### src/design/bfa_pkg.sv
// Shared types for the broadcast float add block.
// Used by the front end, the queue and the FP32 adder.
`timescale 1ns / 1ps

package bfa_pkg;

  typedef struct packed {
    logic [31:0] full_operand;
    logic [31:0] second_operand;
    logic        last_elem;
  } add_item_t;

  typedef enum logic {
    REQ_LOAD   = 1'b0,
    REQ_STREAM = 1'b1
  } req_type_e;

  typedef enum logic [7:0] {
    CFG_BROADCAST_ON = 8'd0,
    CFG_INNER_SIZE   = 8'd1,
    CFG_EXPAND_SIZE  = 8'd2,
    CFG_TOTAL_ELEMS  = 8'd3
  } cfg_index_e;

  localparam logic [31:0] FP32_QNAN = 32'h7FC0_0000;

endpackage

### src/design/bfa_queue.sv
// Two-entry queue between the front end and the adder.
// Depends on bfa_pkg.
`timescale 1ns / 1ps

module bfa_queue (
  input  logic               clk_i,
  input  logic               rst_ni,
  input  logic               push_i,
  input  bfa_pkg::add_item_t push_item_i,
  output logic               full_o,
  input  logic               pop_i,
  output logic               not_empty_o,
  output bfa_pkg::add_item_t head_o
);

  bfa_pkg::add_item_t buf_q [2];
  logic               wr_q, rd_q;
  logic [1:0]         cnt_q;
  logic               do_push, do_pop;

  assign full_o      = cnt_q == 2'd2;
  assign not_empty_o = cnt_q != 2'd0;
  assign do_push     = push_i && !full_o;
  assign do_pop      = pop_i && not_empty_o;
  assign head_o      = buf_q[rd_q];

  always_ff @(posedge clk_i or negedge rst_ni) begin
    if (!rst_ni) begin
      wr_q  <= 1'b0;
      rd_q  <= 1'b0;
      cnt_q <= 2'd0;
    end else begin
      if (do_push) wr_q <= !wr_q;
      if (do_pop) rd_q <= !rd_q;
      cnt_q <= cnt_q + {1'b0, do_push} - {1'b0, do_pop};
    end
  end

  always_ff @(posedge clk_i) begin
    if (do_push) buf_q[wr_q] <= push_item_i;
  end

endmodule

### config.mk
export PLATFORM = sky130hd
export DESIGN_NAME = bfa_queue
export DESIGN_NICKNAME = d
export VERILOG_FILES = /design/src/design/bfa_pkg.sv /design/src/design/bfa_queue.sv
export SDC_FILE = /design/constraint.sdc
export NUM_CORES = 1
export LEC_CHECK = 0
export ABC_AREA = 1
export BUFFER_PORTS_ARGS = -buffer_cell sky130_fd_sc_hd__buf_2
export CAP_MARGIN = 20
export CORE_UTILIZATION = 47
export CTS_CLUSTER_SIZE = 12
export DETAILED_ROUTE_END_ITERATION = 8
export PLACE_DENSITY_LB_ADDON = 0.3
export SETUP_SLACK_MARGIN = 0.5
export SLEW_MARGIN = 20
export SYNTH_ARGS = -nofsm -noshare
export SYNTH_HDL_FRONTEND = slang
export SYNTH_SLANG_ARGS = --single-unit
### constraint.sdc
create_clock -name clk_i -period 9 [get_ports clk_i]
set_input_delay 0.9 -clock clk_i [delete_from_list [all_inputs] [get_ports clk_i]]
set_output_delay 0.9 -clock clk_i [all_outputs]
set_load 0.1 [all_outputs]
After elaboration in Yosys (flattened, before gate mapping)
Memory sizes are Yosys's and may differ from the RTL's.
Index checks and enable logic that the tools add are counted.
{ "totals": {"regBits": 4, "latch_bits": 0, "mem_bits_rw": 130, "mem_bits_ro": 0, "inputBits": 69, "out_inout_bits": 67, "n_memories": 1} }
{ "classes": {"n_addsub": 2, "multipliers": 0, "n_div": 0, "magnitude_cmp": 0, "eq_ne": 1, "shifts": 0, "muxes": 2, "bitwise": 0, "n_reduce_logical": 6} }
{ "memory_table": {"columns": ["name", "words", "width", "rd", "rd_ports_with_merged_regs", "wr", "line_no", "source"], "rows": [
  ["buf_q", 2, 65, 1, 0, 1, "bfa_queue.sv:16", "bfa_pkg::add_item_t buf_q [2];"]
]} }
{ "ops": {"columns": ["operator", "count"], "rows": [
  ["1-bit logical NOT", 3],
  ["2-bit by 1-bit adder with 2-bit output", 1],
  ["2-bit equality test, second input constant", 1],
  ["1-bit logical AND", 2],
  ["1-bit 2-to-1 mux", 2],
  ["2-bit nonzero test", 1],
  ["2-bit by 1-bit subtractor with 2-bit output", 1]
]} }

Depth between registers and ports, before layout
{ "depth": {"depth_word": 5, "mapped_depth": 10, "depth_no_buf": 10} }

Worst setup path after synthesis
No wires, ideal clock.
{ "synth_path": {"path_kind": "input port to flip-flop", "from": "input push_i", "to": "memory buf_q[1][0] (netlist name) (enable)", "setup_time_ps": 488, "t_arrival_ps": 3700, "required_ps": 8512, "slack_ps": 4812, "stages": 2, "path_cell_list": "nand2_1 nor2_1"} }
{ "synth_between": {"elab_chain_len": 3} }
{ "synth_rtl": {"columns": ["element", "line_no", "source"], "rows": [
  ["start: declaration", "bfa_queue.sv:8", "input logic push_i,"],
  ["1-bit logical AND", "bfa_queue.sv:23", "assign do_push = push_i && !full_o;"],
  ["1-bit 2-to-1 mux", "bfa_queue.sv:40", "if (do_push) buf_q[wr_q] <= push_item_i;"],
  ["1-bit 2-to-1 mux (implied by the code)", "bfa_queue.sv:40", null],
  ["end: declaration", "bfa_queue.sv:16", null]
]} }
Every way passes these cells.

==> metrics.cfg <==
[place]
dp.final_hpwl_mm=5.42
port_buffers=135
gp_congestion=0.706
place_ws_ns=6.26

[worst_setup_path]
worstPathMaxFanout=66
criticalPathCategory=flip-flop to primary output
path_cells=buf_4 > nand2_1 > nand2_1 > buf_2
cp-end-kind=primary output
critPathBufInv=2
slowest_stage=buf_4
worstPathArrival_ns=2.18
start_kind=flip-flop
max_stage_delay_ns=0.60
crit_required_ns=8.10
crit_top_cell=nand2_1
path_delay_family=buffers and inverters

[drt]
detailroute.via_count=3098
viasPerCell=4.67
routed_wl_mm=9.07
antenna_left=0
firstDrtPassIters=4
drc_errors=0
drtIter0Drc=208
wire_per_inst_um=13.7

[final_layout]
regArea_um2=4010
postLayoutCoreUtil=0.617
multi_input_area_um2=832
final_cell_mix=nand2_1 (208), buf_2 (135), edfxtp_1 (130)
drive_above_1_share=0.324
syn2layout_area_growth_pct=28.2
final_common_cell=nand2_1
diodes=0
layout.nets=586
fill_cells=853

[floorplan]
die_area_um2=10900
start_util=0.481
fp-row-count=37
io_pins=136
die_w_um=105
core-area_um2=10300
die_h_um=105

[cts]
cts_buffer_depth=2
path_clk_slew_ns=0.06
cts_max_level=4
post_cts_buffers=0
ctsResizeCount=0
clk_root_buffer_cell=clkbuf_8
clkSinkCount=134
cts_buffers=17
cts_tree=done
worstSkewPairLatency_ns=0.51
ctsHoldBuffers=0

[global_route]
antenna_found_initial=1
track_usage=0.179
grtUsageMet1=0.199
use_met3=0.0636
grt-ovfl-total=0
first_global_vias=3098
grt_max_degree=67
busiest_layer=met2
grt_first_pass_wirelength_mm=14.6
grtUsageMet2=0.307

[run_status]
status=completed

[sta]
tightest_slew_ns=0.740
rsz0062_at_grt=false
finalSetupViolCount=0
fin_tns_setup_ns=0
relSlewSlack=0.506
finClkSkew_ns=0.00755
fin_ws_ns=5.92
max_freq_mhz=324
slew_viol_final=0
period_minus_slack_ns=3.08
period_share=0.343
finalHoldViolCount=0

[synth]
synth_nets=443
netlist_area_um2=4950
seq_area_frac_synth=0.809
yosys_warnings=0
avgSynthCellArea_um2=13.3
yosys_register_bits=134
yosysUniqueCellTypes=10
synthCells=372

[run]
drv_cap=0

[hold_path]
worstHoldPathType=primary input to asynchronous set/reset pin

## cell families (layout without fill, tap and decap cells)
logic type,after synthesis,in the layout,synth area share
AND/OR/NAND/NOR,212,212,0.162
flip-flops,134,134,0.809
buffers and inverters,24,180,0.0243
adder cells (fa/ha/maj),2,2,0.00506
## worst reg2reg max path, cell delays in order (launching register included)
cell and delay (ns):
dfrtp_1 0.36, inv_1 0.06, nand2_1 0.10, nand2_1 0.13
nor2_4 0.55, buf_4 0.61
## layout make-up
type | count | share of cell area
clock inverter | 15 | 0.0294
inverter | 10 | 0.00631
clock buffer | 17 | 0.0653
multi-input combinational | 214 | 0.131
sequential | 134 | 0.631
timing repair buffer | 138 | 0.110
tap | 136 | 0.0268
## per-layer routing
layer,up-vias,routed length [um]
li1,1533,-
met1,1447,3620
met2,104,4680
met3,12,648
met4,2,99
met5,-,9
## sequential cells by signal, summed over array words and instances (netlist names)
name   flops
buf_q    130
cnt_q      2
rd_q       1
wr_q       1
## path summary, 6_finish.rpt
check	to	depth (start not counted)	start	slack (ns)
setup / recovery	head_o[52]	4	rd_q	5.92
hold / removal	cnt_q[1]	1	rst_ni	0.19
setup reg to reg	buf_q[1][49]	5	cnt_q[0]	6.79
hold reg to reg	wr_q	2	wr_q	0.50
max in group asynchronous	rd_q	1	rst_ni	8.67
min in group clk_i	wr_q	2	wr_q	0.50
## synth_stat cells
library cell    n  area [um2]
nand2_1       208         781
nor2_1          1        3.75
inv_1           9        33.8
edfxtp_1      130        3900
buf_4           5        37.5
dfrtp_1         4         100
nand3_1         3        15.0
inv_2           1        3.75
buf_2           9        45.0
ha_1            2        25.0
## per-stage QoR
stage	hold slack [ns]	cell area, um2	cells
3_3_place_gp	0.455	5740	632
3_5_place_dp	0.484	5750	632
6_report	0.189	6350	664
5_1_grt	0.165	6350	664
4_1_cts	0.165	6350	664
2_1_floorplan	0.442	4950	372
Power is left out: the tool's default activity adds up to more than one toggle a clock period on the data nets, which glitch-free logic cannot reach.
