File: config.mk
export PLATFORM = sky130hd
export DESIGN_NAME = bfa_fpadd
export DESIGN_NICKNAME = d
export VERILOG_FILES = /design/src/design/bfa_pkg.sv /design/src/design/bfa_fpadd.sv
export SDC_FILE = /design/constraint.sdc
export NUM_CORES = 1
export LEC_CHECK = 0
export ABC_CLOCK_PERIOD_IN_PS = 8150
export BUFFER_PORTS_ARGS = -buffer_cell sky130_fd_sc_hd__buf_2
export CORE_MARGIN = 2
export CORE_UTILIZATION = 50
export DETAILED_ROUTE_END_ITERATION = 8
export PLACE_DENSITY = 0.68
export REMOVE_ABC_BUFFERS = 1
export SLEW_MARGIN = 5
export SYNTH_ARGS = -nofsm -noshare
export SYNTH_HDL_FRONTEND = slang
export SYNTH_SLANG_ARGS = --single-unit
File: constraint.sdc
create_clock -name clk_i -period 8.15 [get_ports clk_i]
set_input_delay 1.2225 -clock clk_i [delete_from_list [all_inputs] [get_ports clk_i]]
set_output_delay 1.2225 -clock clk_i [all_outputs]
set_load 0.005 [all_outputs]
File: src/design/bfa_pkg.sv
// Shared types for the broadcast float add block.
// Used by the front end, the queue and the FP32 adder.
`timescale 1ns / 1ps

package bfa_pkg;

  typedef struct packed {
    logic [31:0] full_operand;
    logic [31:0] second_operand;
    logic        last_elem;
  } add_item_t;

  typedef enum logic {
    REQ_LOAD   = 1'b0,
    REQ_STREAM = 1'b1
  } req_type_e;

  typedef enum logic [7:0] {
    CFG_BROADCAST_ON = 8'd0,
    CFG_INNER_SIZE   = 8'd1,
    CFG_EXPAND_SIZE  = 8'd2,
    CFG_TOTAL_ELEMS  = 8'd3
  } cfg_index_e;

  localparam logic [31:0] FP32_QNAN = 32'h7FC0_0000;

endpackage

File: src/design/bfa_fpadd.sv
// Three-stage IEEE binary32 adder, round to nearest even, with output register.
// Depends on bfa_pkg.
`timescale 1ns / 1ps

module bfa_fpadd (
  input  logic               clk_i,
  input  logic               rst_ni,
  input  logic               in_valid_i,
  input  bfa_pkg::add_item_t item_i,
  output logic               pop_o,
  output logic               out_valid_o,
  input  logic               out_stall_i,
  output logic [31:0]        sum_value_o,
  output logic               last_elem_o
);

  function automatic logic [4:0] lzc27(input logic [26:0] v);
    logic [4:0] n;
    logic       found;
    n = 5'd27;
    found = 1'b0;
    for (int i = 26; i >= 0; i--) begin
      if (!found && v[i]) begin
        n = 5'(26 - i);
        found = 1'b1;
      end
    end
    return n;
  endfunction

  logic en;
  logic a_v_q, b_v_q, o_v_q;

  logic [31:0] fa, fb, big, lesser;
  logic [7:0]  big_e, small_e, d;
  logic [23:0] big_m, small_m;
  logic [26:0] small_ext, sh, al;
  logic        st, nan_a, nan_b, inf_a, inf_b;

  logic        a_sign_q, a_sub_q, a_nan_q, a_inf_q, a_isign_q, a_last_q;
  logic [7:0]  a_e_q;
  logic [26:0] a_big_q, a_al_q;

  logic [27:0] sum;
  logic [4:0]  lz;
  logic [7:0]  lim, shl;
  logic [26:0] nm;
  logic [8:0]  ne;

  logic        b_sign_q, b_nan_q, b_inf_q, b_isign_q, b_last_q;
  logic [8:0]  b_e_q;
  logic [26:0] b_m_q;

  logic        up;
  logic [24:0] mr;
  logic [9:0]  ef;
  logic [22:0] frac;
  logic [31:0] res;

  logic [31:0] o_sum_q;
  logic        o_last_q;

  assign en    = !o_v_q || !out_stall_i;
  assign pop_o = en && in_valid_i;

  always_comb begin
    fa      = item_i.full_operand;
    fb      = item_i.second_operand;
    nan_a   = (fa[30:23] == 8'hFF) && (fa[22:0] != '0);
    nan_b   = (fb[30:23] == 8'hFF) && (fb[22:0] != '0);
    inf_a   = (fa[30:23] == 8'hFF) && (fa[22:0] == '0);
    inf_b   = (fb[30:23] == 8'hFF) && (fb[22:0] == '0);
    big     = (fa[30:0] >= fb[30:0]) ? fa : fb;
    lesser  = (fa[30:0] >= fb[30:0]) ? fb : fa;
    big_e   = (big[30:23] == '0) ? 8'd1 : big[30:23];
    small_e = (lesser[30:23] == '0) ? 8'd1 : lesser[30:23];
    big_m   = {big[30:23] != '0, big[22:0]};
    small_m = {lesser[30:23] != '0, lesser[22:0]};
    d       = big_e - small_e;
    small_ext = {small_m, 3'b000};
    if (d >= 8'd27) begin
      sh = '0;
      st = small_m != '0;
    end else begin
      sh = small_ext >> d;
      st = (small_ext & ~({27{1'b1}} << d)) != '0;
    end
    al = {sh[26:1], sh[0] | st};
  end

  always_comb begin
    sum = a_sub_q ? ({1'b0, a_big_q} - {1'b0, a_al_q}) : ({1'b0, a_big_q} + {1'b0, a_al_q});
    lz  = lzc27(sum[26:0]);
    lim = a_e_q - 8'd1;
    shl = ({3'd0, lz} < lim) ? {3'd0, lz} : lim;
    if (sum[27]) begin
      nm = {sum[27:2], sum[1] | sum[0]};
      ne = {1'b0, a_e_q} + 9'd1;
    end else begin
      nm = sum[26:0] << shl;
      ne = {1'b0, a_e_q} - {1'b0, shl};
    end
  end

  always_comb begin
    up = b_m_q[2] && (b_m_q[1] || b_m_q[0] || b_m_q[3]);
    mr = {1'b0, b_m_q[26:3]} + {24'd0, up};
    if (mr[24]) begin
      ef   = {1'b0, b_e_q} + 10'd1;
      frac = mr[23:1];
    end else begin
      ef   = mr[23] ? {1'b0, b_e_q} : 10'd0;
      frac = mr[22:0];
    end
    priority if (b_nan_q) begin
      res = bfa_pkg::FP32_QNAN;
    end else if (b_inf_q) begin
      res = {b_isign_q, 8'hFF, 23'd0};
    end else if (ef >= 10'd255) begin
      res = {b_sign_q, 8'hFF, 23'd0};
    end else begin
      res = {b_sign_q, ef[7:0], frac};
    end
  end

  always_ff @(posedge clk_i or negedge rst_ni) begin
    if (!rst_ni) begin
      a_v_q <= 1'b0;
      b_v_q <= 1'b0;
      o_v_q <= 1'b0;
    end else if (en) begin
      a_v_q <= pop_o;
      b_v_q <= a_v_q;
      o_v_q <= b_v_q;
    end
  end

  always_ff @(posedge clk_i) begin
    if (en) begin
      a_sign_q  <= big[31];
      a_sub_q   <= fa[31] ^ fb[31];
      a_nan_q   <= nan_a || nan_b || (inf_a && inf_b && (fa[31] != fb[31]));
      a_inf_q   <= inf_a || inf_b;
      a_isign_q <= inf_a ? fa[31] : fb[31];
      a_last_q  <= item_i.last_elem;
      a_e_q     <= big_e;
      a_big_q   <= {big_m, 3'b000};
      a_al_q    <= al;
      b_sign_q  <= (sum == '0 && a_sub_q) ? 1'b0 : a_sign_q;
      b_nan_q   <= a_nan_q;
      b_inf_q   <= a_inf_q;
      b_isign_q <= a_isign_q;
      b_last_q  <= a_last_q;
      b_e_q     <= ne;
      b_m_q     <= nm;
      o_sum_q   <= res;
      o_last_q  <= b_last_q;
    end
  end

  assign out_valid_o = o_v_q;
  assign sum_value_o = o_sum_q;
  assign last_elem_o = o_last_q;

endmodule

After elaboration in Yosys (flattened, before gate mapping)
Cells that the tools add are included.
{ "totals": {"reg_bits": 142, "latch_bits": 0, "ramBits": 0, "romBits": 0, "inputBits": 69, "out_inout_bits": 35, "word_cells": 197, "n_memories": 0} }
{ "op_classes": {"n_addsub": 8, "multipliers": 0, "div_mod_pow": 0, "n_lt_le_gt_ge": 4, "eq_ne": 3, "n_shift": 3, "mux": 69, "bitwise_logic": 5, "reduce_logical": 81} }
{ "ops": {"columns": ["operator", "n"], "rows": [
  ["two-way mux 5 bit", 27],
  ["two-way mux 32 bit", 2],
  ["two-way mux 31 bit", 2],
  ["logical NOT 23 bit", 2],
  ["nonzero test 23 bit", 2],
  ["logical AND 1 bit", 35],
  ["greater-or-equal comparator 31 bit", 1],
  ["two-way mux 1 bit", 29],
  ["adder 27 x 27 -> 28 bit", 1],
  ["logical NOT 1 bit", 28],
  ["logical NOT 28 bit", 1],
  ["two-way mux 28 bit", 1],
  ["subtractor 27 x 27 -> 28 bit", 1],
  ["bitwise AND 27 bit", 1],
  ["NOT 27 bit", 1],
  ["nonzero test 27 bit", 1],
  ["left shift 27 x 8 -> 27 bit", 1],
  ["left shift 27 x 8 -> 27 bit (first input constant)", 1],
  [">> shifter 27 x 8 -> 27 bit", 1],
  ["two-way mux 26 bit", 1],
  ["adder 24 x 1 -> 25 bit", 1],
  ["two-way mux 8 bit", 3],
  ["nonzero test 24 bit", 1],
  ["two-way mux 23 bit", 1],
  ["other kinds (18)", 28]
]} }

Longest topological paths before layout
{ "logic_depth": {"word_depth": 85, "mapped_depth": 39, "depth_no_buf": 36} }

Worst setup path after synthesis
Ideal clock, no wire load.
{ "synth_timing": {"kind": "input to register", "start": "in item_i[17] (netlist name)", "end": "reg a_al_q[0], data pin", "arrival_time_ns": 8.048, "required_ns": 7.889, "setup_slack_ns": -0.158, "stages": 37, "cell_sequence": "inv_1 ha_1 a21o_1 a21o_1 a21o_1 a21o_1 a21o_1 a21o_1 a21o_1 a21o_1 or2_2 clkbuf_1 clkbuf_1 clkbuf_1 o21ai_0 nor4_1 and2_1 or2_2 inv_1 ha_1 inv_1 fa_1 a21o_1 a21oi_1 o21bai_1 a21o_1 or2_2 a21oi_1 mux2i_1 nor2_1 nand3_1 a211oi_1 a211o_1 a21oi_1 o31ai_1 nand3_1 o32a_1"} }
{ "synth_via": {"elab_chain_cells": 11, "word_cells_on_any_way": 19} }
{ "synth_rtl": {"columns": ["item", "line_no", "rtl"], "rows": [
  ["from (decl)", "bfa_fpadd.sv:9", "input bfa_pkg::add_item_t item_i,"],
  ["greater-or-equal comparator 31 bit (*)", "bfa_fpadd.sv:73", "big = (fa[30:0] >= fb[30:0]) ? fa : fb;"],
  ["two-way mux 32 bit (*)", "bfa_fpadd.sv:73", null],
  ["logical NOT 8 bit", "bfa_fpadd.sv:75", "big_e = (big[30:23] == '0) ? 8'd1 : big[30:23];"],
  ["two-way mux 8 bit (*)", "bfa_fpadd.sv:75", null],
  ["net big_e[1]", "bfa_fpadd.sv:35", "logic [7:0] big_e, small_e, d;"],
  ["subtractor 8 bit (*)", "bfa_fpadd.sv:79", "d = big_e - small_e;"],
  ["left shift 27 x 8 -> 27 bit", "bfa_fpadd.sv:86", "st = (small_ext & ~({27{1'b1}} << d)) != '0;"],
  ["NOT 27 bit", "bfa_fpadd.sv:86", null],
  ["bitwise AND 27 bit", "bfa_fpadd.sv:86", null],
  ["nonzero test 27 bit", "bfa_fpadd.sv:86", null],
  ["two-way mux 1 bit", "bfa_fpadd.sv:81", "if (d >= 8'd27) begin"],
  ["OR 1 bit (*)", "bfa_fpadd.sv:88", "al = {sh[26:1], sh[0] | st};"],
  ["net al[0]", "bfa_fpadd.sv:37", "logic [26:0] small_ext, sh, al;"],
  ["to (signal assigned)", "bfa_fpadd.sv:148", "a_al_q <= al;"],
  ["to (decl)", "bfa_fpadd.sv:42", "logic [26:0] a_big_q, a_al_q;"]
]} }
The timed path passes the listed nets; every way through them passes the cells marked *.
A chain may end at the register's enable or synchronous reset.

Worst setup path after layout
{ "layout_timing": {"start": "reg a_big_q[4]", "end": "reg b_e_q[8], data pin"} }
{ "layout_via": {"elab_chain_cells": 85, "word_cells_on_any_way": 112} }
{ "layout_rtl": {"columns": ["item", "line_no", "rtl"], "rows": [
  ["from (decl)", "bfa_fpadd.sv:42", null],
  ["from (signal assigned)", "bfa_fpadd.sv:147", "a_big_q <= {big_m, 3'b000};"],
  ["adder 27 x 27 -> 28 bit or subtractor 27 x 27 -> 28 bit (tied branches)", "bfa_fpadd.sv:92", "sum = a_sub_q ? ({1'b0, a_big_q} - {1'b0, a_al_q}) : ({1'b0, a_big_q} + {1'b0, a_al_q});"],
  ["two-way mux 28 bit (*)", "bfa_fpadd.sv:92", null],
  ["two-way mux 1 bit", "bfa_fpadd.sv:23", "if (!found && v[i]) begin"],
  ["logical NOT 1 bit", "bfa_fpadd.sv:23", null],
  ["logical AND 1 bit", "bfa_fpadd.sv:23", null],
  ["two-way mux 1 bit", "bfa_fpadd.sv:23", null],
  ["logical NOT 1 bit", "bfa_fpadd.sv:23", null],
  ["logical AND 1 bit", "bfa_fpadd.sv:23", null],
  ["[... 70 more ...]", null, null],
  ["logical NOT 1 bit", "bfa_fpadd.sv:23", null],
  ["logical AND 1 bit", "bfa_fpadd.sv:23", null],
  ["two-way mux 5 bit", "bfa_fpadd.sv:23", null],
  ["less-than comparator 5 x 8 -> 1 bit", "bfa_fpadd.sv:95", "shl = ({3'd0, lz} < lim) ? {3'd0, lz} : lim;"],
  ["two-way mux 8 bit", "bfa_fpadd.sv:95", null],
  ["subtractor 8 x 8 -> 9 bit", "bfa_fpadd.sv:101", "ne = {1'b0, a_e_q} - {1'b0, shl};"],
  ["two-way mux 9 bit (*)", "bfa_fpadd.sv:96", "if (sum[27]) begin"],
  ["net ne[8]", "bfa_fpadd.sv:48", "logic [8:0] ne;"],
  ["to (signal assigned)", "bfa_fpadd.sv:154", "b_e_q <= ne;"],
  ["to (decl)", "bfa_fpadd.sv:51", "logic [8:0] b_e_q;"]
]} }
Marked as above.

==> qor.yml <==
worst_pin_slew_ns: 0.966
worstSetupEndpointType: "flip-flop"
syn_inst: 1752
hold_class: "reg -> reg"
crit_type: "reg -> reg"
clk_pin_slew_ns: 0.07
yosysSeqAreaShare_pct: 28.6
start_kind: "flip-flop"
synth_top_flop_cell: "edfxtp_1"
wl_um: 47500
grt_busiest_layer: "met2"
path_max_fanout: 6
num_io_pins: 104
min_to: "b_isign_q"
power_density_mw_per_mm2: 413
drtIter0Drc: 1385
fillers: 2743
final_cell_area_mm2: 0.0167
r2r_end: "b_e_q[8]"
setup_viol: 0
cts_tree: "yes"
drive_above_1_share_pct: 16.0
synth_area_per_cell_um2: 8.49
vias: 14500
post-route-min-period_ns: 7.65
initial_core_util_pct: 50.4
grt_use_total_pct: 30.9
ant_nets: 0
reg2reg_depth: 33
synth-edff-count: 139
dpl.hpwl_um: 37700
cts-hold-fix-buffers: 0
fmax_ghz: 0.131
utilization_pct: 56.5
die_h_um: 176
cts_root_buf: "clkbuf_16"
syn_to_final_growth_pct: 12.0
dp_cells: 2237
core_area_mm2: 0.0295
status: "finished clean"
routedWlPerCell_um: 20.9
grt_max_degree: 90
gp_congestion: 0.999
post-place-ws_ns: 0.153
finalWorstSetupSlack_ns: 0.504
numCtsBuffers: 17
clock_tree.buffer_depth: 2
placed_cell_area_mm2: 0.0161
hp-start: "a_isign_q"
h-tree-depth: 4
met3_usage_pct: 4.74
row_count: 63
max-slew-margin-rel_pct: 35.2
slowest_stage: "o311ai_1"
synth-seq-cells: 142
vias_per_cell: 6.41
nNetsFinal: 2042
maxCapViolations: 0
grt_antenna_before_repair: 0
slew_violations: 0
hold_violations: 0
route.detailed.drc: 0
overflow: 0
holdPathStages: 0
first_pass_iters: 6
final.period_utilization_pct: 93.8
rsz0062_at_grt: "no"
clock-skew-final_ns: 0.0135
clk_latency_ns: 0.43
ys_types: 104
final_cells: 2270
die-area_mm2: 0.0311
ir_drop_mv: 0.343
io_buffers: 103
cp.arrival_ns: 7.82
yosysWarnings: 0
r2r_slack_ns: 0.50
met2_usage_pct: 48.9
die_w_um: 176
critical_path_required_ns: 8.33
max_stage_delay_ns: 0.50
synth_area_mm2: 0.0149
diodes: 0
clock_sinks: 142
reg2reg_from: "a_big_q[4]"
async_flop_share_pct: 2.11
p_leak_nw: 6.75
grt_first_pass_wirelength_um: 75400
grt_pass1_vias: 13700
met1_usage_pct: 42.6
[synth_stat cells, types with 13 or more instances]
cell type,n,area [um^2]
buf_2,25,125
o21ai_0,120,601
nor2b_1,15,93.8
o21ai_1,17,85.1
o31ai_1,14,105
edfxtp_1,139,4170
ha_1,103,1290
inv_1,116,435
nor4_1,30,188
nand2b_1,14,87.6
mux2_2,16,180
nand3_1,81,405
xor2_1,23,201
a31oi_1,28,175
nand4_1,31,194
and3_1,13,81.3
nor3_1,45,225
a21o_1,34,255
xnor2_1,50,438
mux4_2,18,405
a21oi_1,110,551
nand2_1,162,608
nor2_1,146,548
o211ai_1,38,285
a211oi_1,24,180
clkbuf_1,44,165
mux2i_1,74,741
[layout by cell type, fill, tap and decap left out, types with 22 or more instances in the layout]
cell type  Yosys  layout
nor4_1        30      30
inv_1        116     116
o21ai_0      120     119
a211oi_1      24      24
a21oi_1      110     110
ha_1         103     103
edfxtp_1     139     139
xor2_1        23      22
a31oi_1       28      28
mux2i_1       74      74
buf_4          3      78
nand2_1      162     161
buf_2         25     103
o211ai_1      38      38
nor3_1        45      45
nand3_1       81      81
a21o_1        34      34
nor2_1       146     145
xnor2_1       50      49
nand4_1       31      31
[where the power goes]
group / leakage [nW] / internal [mW] / switching (mW)
clock: 0.256 / 0.400 / 0.338
combinational: 5.02 / 1.77 / 2.96
sequential: 1.47 / 1.23 / 0.176
[per-stage QoR]
stage / setup TNS (ns) / total power [mW] / hold slack, ns
after floorplan: -0.763 / 4.57 / 0.400
after global placement: 0 / 5.97 / 0.401
after detailed placement: 0 / 6.02 / 0.405
after CTS: 0 / 6.78 / 0.420
after global routing: 0 / 7.36 / 0.431
final: 0 / 6.88 / 0.419
[layer usage]
metal / vias to the layer above / share of wire (%)
met5: - / 0
met3: 109 / 7.8
met1: 6837 / 44
met2: 751 / 45
li1: 6843 / -
met4: 0 / 3.7
[cells by family (layout without fill, tap and decap cells)]
| group | Yosys count | count (layout) | share of synthesized area [%] |
|---|---|---|---|
| AOI/OAI and AO/OA | 528 | 528 | 23.8 |
| xor gates and xnor gates | 74 | 74 | 4.41 |
| adders and majority gates | 106 | 106 | 9.07 |
| buffers and inverters | 206 | 334 | 5.75 |
| DFF | 142 | 142 | 28.6 |
| muxes | 113 | 113 | 9.44 |
| and+or+nand+nor | 583 | 583 | 18.9 |
[cell type report]
| type | count | area [um^2] | share of cell area, % |
|---|---|---|---|
| multi-input combinational | 1404 | 9800 | 58.8 |
| sequential | 142 | 4250 | 25.5 |
| timing repair buffer | 182 | 1120 | 6.73 |
| tap | 390 | 488 | 2.93 |
| inverter | 120 | 453 | 2.72 |
| clock buffer | 18 | 429 | 2.58 |
| clock inverter | 14 | 124 | 0.743 |
[how the worst max path moves through the flow]
stage                           from        end  depth (start not counted)
after floorplan           item_i[17]  a_al_q[0]                         33
after global placement    item_i[17]  a_al_q[0]                         35
after detailed placement  item_i[17]  a_al_q[0]                         35
after CTS                 a_big_q[4]   b_e_q[8]                         32
after global routing      item_i[17]  a_al_q[0]                         35
final                     a_big_q[4]   b_e_q[8]                         33
[critical path: cells and delay by family (launching register included)]
kind / cells / cell delay, ns
adder cells (fa/ha/maj): 3 / 1.04
AND/OR/NAND/NOR: 10 / 2.06
XOR/XNOR: 2 / 0.26
AO/OA/AOI/OAI: 15 / 3.29
buffers and inverters: 3 / 0.28
flip-flops: 1 / 0.45
[repair_timing]
item                                    CTS  global route
resized for setup                         0             3
endpoints found under the setup margin    0             3
buffers inserted                          0             1
[state kept, by name, indices dropped and copies added (netlist names), 8 cells and up]
signal	count
b_e_q	9
a_al_q	27
a_big_q	24
a_e_q	8
b_m_q	27
sum_value_o	32
Power figures use the tool's default switching activity.
